<file path="src/rtl/svm_pkg.sv">
// ----------------------------------------------------------------------------
// SVM package
// Shared constants, types and payload structs for the linear SVM block.
// ----------------------------------------------------------------------------
package svm_pkg;

  localparam int FEATURE_COUNT = 4;
  localparam int CLASS_COUNT   = 3;
  localparam int INPUT_FEATURES = 4;
  localparam int WEIGHT_COUNT  = FEATURE_COUNT * CLASS_COUNT;
  localparam int FW = (FEATURE_COUNT > 1) ? $clog2(FEATURE_COUNT) : 1;
  localparam int CW = (CLASS_COUNT > 1) ? $clog2(CLASS_COUNT) : 1;
  localparam int WW = (WEIGHT_COUNT > 1) ? $clog2(WEIGHT_COUNT) : 1;

  // Accumulator width for bias*2^8 + sum(w*x).
  localparam int ACC_W = 56;

  localparam logic [23:0] LR_INIT_RESET = 24'd16777;
  localparam logic [23:0] C_RESET       = 24'd655;
  localparam logic [15:0] DECAY_RESET   = 16'd65470;

  typedef enum logic [1:0] {
    OP_PREDICT = 2'd0,
    OP_TRAIN   = 2'd1,
    OP_EPOCH   = 2'd2,
    OP_CLEAR   = 2'd3
  } op_t;

  typedef enum logic [1:0] {
    CFG_LR_INIT = 2'd0,
    CFG_C       = 2'd1,
    CFG_DECAY   = 2'd2
  } cfg_idx_t;

  typedef enum logic [2:0] {
    ST_IDLE,
    ST_SCORE,
    ST_DECIDE,
    ST_UPDATE,
    ST_STEP,
    ST_BIAS,
    ST_DONE
  } state_t;

  typedef struct packed {
    logic [1:0]         opcode;
    logic signed [15:0] feature_0;
    logic signed [15:0] feature_1;
    logic signed [15:0] feature_2;
    logic signed [15:0] feature_3;
    logic [1:0]         sample_class;
    logic [1:0]         trained_class;
  } in_item_t;

  typedef struct packed {
    logic [1:0]         predicted_class;
    logic signed [39:0] best_score;
  } out_item_t;

  // Controller to datapath commands.
  typedef struct packed {
    logic          load;      // capture the item
    logic          acc_init;  // load bias*2^8 for class cls
    logic          mac;       // add w[cls][feat]*x[feat]
    logic          compare;   // argmax step for the class just scored
    logic          dcalc;     // form the gradient term for feat of cls
    logic          upd;       // weight update for feat of cls
    logic          bias_upd;  // bias update
    logic          decay;     // lr decay
    logic          clear;     // zero model, reload lr
    logic          emit;      // strobe the result
    logic [CW-1:0] cls;
    logic [FW-1:0] feat;
  } cmd_t;

  // Datapath to controller status.
  typedef struct packed {
    logic          violated;
  } stat_t;

  function automatic logic signed [15:0] feat_sel(input in_item_t it, input int f);
    logic signed [15:0] r;
    unique case (f)
      0: r = it.feature_0;
      1: r = it.feature_1;
      2: r = it.feature_2;
      3: r = it.feature_3;
      default: r = '0;
    endcase
    return r;
  endfunction

endpackage

</file>
<file path="src/rtl/svm_ctrl.sv">
// ----------------------------------------------------------------------------
// SVM controller
// Sequences one operation through the datapath, one multiply per cycle.
// ----------------------------------------------------------------------------
module svm_ctrl import svm_pkg::*; (
  input  logic     clk,
  input  logic     rst,
  input  logic     start,
  input  op_t      op,
  input  logic     tc_valid,
  input  logic [CW-1:0] tc,
  input  stat_t    stat,
  output logic     busy,
  output cmd_t     cmd
);

  state_t        state, state_next;
  op_t           op_r;
  logic [CW-1:0] cls, cls_next;
  logic [FW:0]   feat, feat_next;   // runs to FEATURE_COUNT, one past the last
  logic          pend, pend_next;   // compare of the finished class pending

  // State and counters.
  always_ff @(posedge clk) begin
    if (rst) begin
      state <= ST_IDLE;
      cls   <= '0;
      feat  <= '0;
      pend  <= 1'b0;
      op_r  <= OP_PREDICT;
    end else begin
      state <= state_next;
      cls   <= cls_next;
      feat  <= feat_next;
      pend  <= pend_next;
      if (start && !busy) op_r <= op;
    end
  end

  // Next state.
  always_comb begin
    state_next = state;
    cls_next   = cls;
    feat_next  = feat;
    pend_next  = 1'b0;
    unique case (state)
      ST_IDLE: begin
        if (start) begin
          feat_next = '0;
          priority if (op == OP_PREDICT) begin
            cls_next = '0; state_next = ST_SCORE;
          end else if (op == OP_TRAIN) begin
            cls_next = tc;
            state_next = tc_valid ? ST_SCORE : ST_IDLE;
          end else begin
            state_next = ST_DONE;
          end
        end
      end
      ST_SCORE: begin
        // feat == 0 means the bias load cycle; then one MAC per feature.
        if (feat == (FW+1)'(FEATURE_COUNT)) begin
          feat_next = '0;
          if (op_r == OP_TRAIN) begin
            state_next = ST_DECIDE;
          end else begin
            pend_next = 1'b1;
            if (cls == CW'(CLASS_COUNT - 1)) state_next = ST_DONE;
            else cls_next = cls + 1'b1;
          end
        end else begin
          feat_next = feat + 1'b1;
        end
      end
      ST_DECIDE: state_next = ST_UPDATE;
      // Each weight passes through two states: the gradient term, then the step.
      ST_UPDATE: state_next = ST_STEP;
      ST_STEP: begin
        if (feat == (FW+1)'(FEATURE_COUNT - 1)) begin
          feat_next = '0; state_next = ST_BIAS;
        end else begin
          feat_next = feat + 1'b1; state_next = ST_UPDATE;
        end
      end
      ST_BIAS: state_next = ST_IDLE;
      ST_DONE: state_next = ST_IDLE;
      default: state_next = ST_IDLE;
    endcase
  end

  // Outputs.
  logic mac_phase;
  always_comb begin
    mac_phase    = (state == ST_SCORE) && (feat != '0);
    cmd          = '0;
    busy         = (state != ST_IDLE);
    cmd.load     = start && (state == ST_IDLE);
    cmd.cls      = cls;
    cmd.feat     = mac_phase ? FW'(feat - 1'b1) : FW'(feat);
    cmd.acc_init = (state == ST_SCORE) && (feat == '0);
    cmd.mac      = mac_phase;
    cmd.compare  = pend;
    cmd.dcalc    = (state == ST_UPDATE);
    cmd.upd      = (state == ST_STEP);
    cmd.bias_upd = (state == ST_BIAS) && stat.violated;
    cmd.decay    = (state == ST_DONE) && (op_r == OP_EPOCH);
    cmd.clear    = (state == ST_DONE) && (op_r == OP_CLEAR);
    cmd.emit     = (state == ST_DONE) && (op_r == OP_PREDICT);
  end

  // The last compare of a predict lands in the cycle that strobes the result.
  assert property (@(posedge clk) disable iff (rst)
    cmd.emit |-> $past(pend_next) || pend)
    else $error("result strobed without a final compare");
  assert property (@(posedge clk) disable iff (rst)
    (state == ST_UPDATE) |-> (op_r == OP_TRAIN))
    else $error("weight update outside a train step");
  assert property (@(posedge clk) disable iff (rst)
    $fell(busy) |-> !$past(cmd.load))
    else $error("busy dropped in the load cycle");

endmodule

</file>
<file path="config.mk">
export PLATFORM = sky130hd
export DESIGN_NAME = svm_ctrl
export DESIGN_NICKNAME = d
export VERILOG_FILES = /design/src/rtl/svm_pkg.sv /design/src/rtl/svm_ctrl.sv
export SDC_FILE = /design/constraint.sdc
export NUM_CORES = 1
export LEC_CHECK = 0
export ABC_AREA = 1
export BUFFER_PORTS_ARGS = -buffer_cell sky130_fd_sc_hd__buf_4
export CAP_MARGIN = 5
export CORE_MARGIN = 2
export CORE_UTILIZATION = 56
export CTS_BUF_LIST = sky130_fd_sc_hd__clkbuf_4 sky130_fd_sc_hd__clkbuf_8
export DETAILED_ROUTE_END_ITERATION = 16
export PLACE_DENSITY = 0.86
export SYNTH_ARGS = -nofsm -noshare
export SYNTH_HDL_FRONTEND = slang
export SYNTH_SLANG_ARGS = --single-unit
</file>
<file path="constraint.sdc">
create_clock -name clk -period 3.3 [get_ports clk]
set_input_delay 0.33 -clock clk [delete_from_list [all_inputs] [get_ports clk]]
set_output_delay 0.33 -clock clk [all_outputs]
set_load 0.02 [all_outputs]
</file>
-- Yosys cells after proc, flatten, opt, wreduce, memory -nomap -nowiden
Cells that the tools add are included.
- output and inout bits: 15
- register bits after elaboration: 11
- logic and storage cells: 72
- input bits: 9
- bitwise logic cells: 2
- eq/ne operators: 19
- mux-type cells: 22
- reduce and logical (&&, ||, !) cells: 21
- add/subtract/negate cells: 3
- operators with widths (cell ; number):
    two-way mux 3 bit ; 10
    case mux 3 bit (5 select lines) ; 1
    two-way mux 2 bit ; 7
    == test 3 bit, second input constant ; 4
    == test 3 x 2 -> 1 bit, second input constant ; 3
    case mux 3 bit (3 select lines) ; 1
    nonzero test 3 bit ; 3
    logical AND 1 bit ; 8
    inequality test 2 bit, second input constant ; 4
    == test 2 bit, second input constant ; 3
    zero test 3 bit ; 2
    inequality test 3 bit, second input constant ; 2
    AND reduction 6 bit ; 1
    == test 2 x 1 -> 1 bit, second input constant ; 2
    zero test 2 bit ; 2
    case mux 2 bit (2 select lines) ; 1
    adder 3 x 1 -> 3 bit, second input constant ; 1
    == test 3 x 1 -> 1 bit, second input constant ; 1
    AND reduction 3 bit ; 1
    OR reduction 3 bit ; 1
    adder 2 x 1 -> 2 bit, second input constant ; 1
    two-way mux 1 bit ; 2
    NOT 1 bit ; 2
    AND reduction 2 bit ; 1
    other kinds (3) ; 3

-- Logic depth before layout (Yosys ltp)
- depth in word-level cells: 5
- gate-level depth with buffers: 10
- depth with buffers taken out: 10

-- Worst setup path after synthesis
Ideal clock, no wire load.
- path type: flip-flop to output port
- from: register state[0]
- to: output port cmd[1] (netlist bit)
- setup slack: 1605 ps
- required time: 2970 ps
- path buffers: 0
- cell stages (with the launch flop): 5
- arrival time: 1365 ps
- path through: dfxtp_1 -> inv_1 -> nor3_4 -> o21ai_0 -> o21ai_0
- RTL lines (element ; RTL line ; text):
    from (decl) ; svm_ctrl.sv:17 ; state_t state, state_next;
    from (signal assigned) ; svm_ctrl.sv:32 ; state <= state_next;
    to (decl) ; svm_ctrl.sv:14 ; output cmd_t cmd

==> impl_metrics.env <==
export IMPL_dieHeight_um=41.3
export IMPL_postRouteAntennaNets=0
export IMPL_diodes=0
export IMPL_fin_skew_ns=0.00524
export IMPL_cp_required_ns=2.97
export IMPL_remaining_drc_errors=0
export IMPL_cts_resized=0
export IMPL_cts_buffers=3
export IMPL_wirelength_um=1760
export IMPL_r2r_end="cls[1]"
export IMPL_setup_tns_final_ns=0
export IMPL_max_slew_margin=0.685
export IMPL_rrSetupSlack_ns=1.86
export IMPL_worstPathCellList="inv_1 > ha_1 > inv_1 > o21ai_0 > xor2_1 > buf_4"
export IMPL_cts_root_buffer="clkbuf_4"
export IMPL_die_w_um=41.3
export IMPL_yosys_area_share_simple=0.391
export IMPL_synth_area_um2=777
export IMPL_finalPower_mw=0.904
export IMPL_cts_sinks=11
export IMPL_rows=13
export IMPL_reg2reg_depth=10
export IMPL_io_buffers=23
export IMPL_grt_usage=0.244
export IMPL_cp_arrival_ns=1.70
export IMPL_synth_nets=129
export IMPL_cap_violations=0
export IMPL_ioPinCount=24
export IMPL_end_kind="primary output"
export IMPL_gp_congestion=0.807
export IMPL_cp_max_fo=4
export IMPL_grt_overflow=0
export IMPL_path_delay_family="compound AO/OA/AOI/OAI gates"
export IMPL_nNetsFinal=155
export IMPL_ys_seq_elements=11
export IMPL_synth_compound_area_frac=0.122
export IMPL_core_area_um2=1300
export IMPL_final_cell_mix="24 x nand2_1, 23 x buf_4, 17 x inv_1"
export IMPL_rsz0062_at_grt="false"
export IMPL_finalSetupViolations=0
export IMPL_synth_distinct_cells=22
export IMPL_p_leak_nw=0.503
export IMPL_hold_viol=0
export IMPL_syn_mean_instance_area_um2=6.76
export IMPL_synthAdderAreaFrac=0.0805
export IMPL_powerDensity_nw_per_um2=922
export IMPL_dieArea_um2=1700
export IMPL_r2r_start="feat[0]"
export IMPL_postCtsSetupRepairBufs=0
export IMPL_drive_gt1_frac=0.279
export IMPL_crit_path_start_kind="register"
export IMPL_clock_latency_ns=0.28
export IMPL_yosysSeqAreaShare=0.283
export IMPL_grt_start_max_net_pins=8
export IMPL_worst_ir_drop_vdd_v=0.000569
export IMPL_slowest_delay_ns=0.38
export IMPL_path_buf_inv=3
export IMPL_muxShareOfSynthArea=0
export IMPL_grt_pass1_vias=699
export IMPL_slowest_stage="o21ai_0"
export IMPL_ys_warnings_count=0
export IMPL_tritoncts="built"
export IMPL_min_path_type="input pin to register"
export IMPL_viasPerCell=5.32
export IMPL_max_freq_mhz=493
export IMPL_timing_final_crit_share=0.614
export IMPL_clk_pin_slew_ns=0.08
export IMPL_cts_buffer_depth=2
export IMPL_synth_top_family_by_area="simple AND/OR/NAND/NOR gates"
export IMPL_fin_crit_ns=2.03
export IMPL_htree_num_levels=1
export IMPL_area_growth_syn_to_layout_pct=26.2
export IMPL_start_util=0.597
export IMPL_path_common_cell="inv_1"
export IMPL_crit_type="register to primary output"
export IMPL_final_common_cell="nand2_1"
export IMPL_grt_pass1_wl_um=2650
export IMPL_antenna_found_initial=0
export IMPL_tightest_slew_ns=0.468
export IMPL_synth_xor_area_share=0.0113
export IMPL_whs_path_depth=2
export IMPL_final_max_slew_viol_count=0
export IMPL_first_iter_violations=10
export IMPL_run_status="finished, final reports clean"
export IMPL_whs_endpoint="feat[1]"
export IMPL_synth_cells=115
export IMPL_holdBufCountCts=0
export IMPL_worstHoldStart="rst"
export IMPL_drtPass1Iterations=4
export IMPL_vias=825
export IMPL_wl_per_cell_um=11.4
export IMPL_hpwl_um=1410
[sequential cells by signal, summed over array words and instances (netlist names)]
name   cells
feat       3
state      3
cls        2
op_r       2
pend       1
[metal layers]
layer / track usage / vias up / wire (µm)
li1: - / 425 / -
met4: 0.113 / 0 / 30
met5: 0 / - / 0
met2: 0.426 / 29 / 851
met3: 0.0489 / 7 / 93
met1: 0.280 / 364 / 788
[cell type report]
type	count	area (µm²)
Clock buffer	3	22.5
Clock inverter	1	5.00
Fill cell	109	320
Inverter	19	71.3
Multi-Input combinational cell	83	470
Sequential cell	11	220
Tap cell	15	18.8
Timing Repair Buffer	23	173
[logic make-up after synthesis]
logic type | after synthesis
compound gates | 18
fa+ha+maj | 5
simple gates | 59
buf+inv | 21
flops | 11
xor+xnor | 1
[cells in the mapped netlist]
library cell,n,area (µm²)
inv_2,2,7.51
o211ai_1,1,7.51
nand3b_1,1,7.51
o31ai_1,1,7.51
nor2_1,13,48.8
ha_1,5,62.6
a21oi_1,6,30.0
nand3_4,1,17.5
o21ai_0,10,50.1
and3_2,1,7.51
inv_1,17,63.8
nor3_1,7,35.0
nand2_1,24,90.1
xor2_1,1,8.76
nor3_4,1,16.3
nand3_2,2,20.0
nor2_2,2,12.5
nand2_2,1,6.26
nand3_1,4,20.0
dfxtp_1,11,220
buf_4,2,15.0
nor2_4,2,22.5
[power breakdown]
group          switching, mW  total (mW)  internal [mW]
Sequential            0.0546       0.229          0.174
Clock                 0.0532      0.0981         0.0449
Combinational          0.368       0.577          0.209
[how the worst max path moves through the flow]
| stage | start | endpoint | slack (ns) | cells past startpoint |
|---|---|---|---|---|
| after floorplan | state[0] | cmd[1] | 1.61 | 4 |
| after global placement | feat[0] | cmd[0] | 1.65 | 6 |
| after detailed placement | feat[0] | cmd[0] | 1.58 | 6 |
| after CTS | feat[0] | cmd[0] | 1.27 | 6 |
| after global routing | feat[0] | cmd[0] | 1.09 | 6 |
| final | feat[0] | cmd[0] | 1.27 | 6 |
[through the flow]
stage	std cells	worst slack, ns	hold slack [ns]	util	cell area, µm²
after floorplan	115	1.61	0.399	-	777
after global routing	155	1.09	0.264	0.754	981
after detailed placement	151	1.58	0.529	0.733	953
after CTS	155	1.27	0.276	0.754	981
after global placement	151	1.65	0.505	0.733	953
final	155	1.27	0.271	0.754	981
Note: power is estimated with default switching activity, not from simulation.
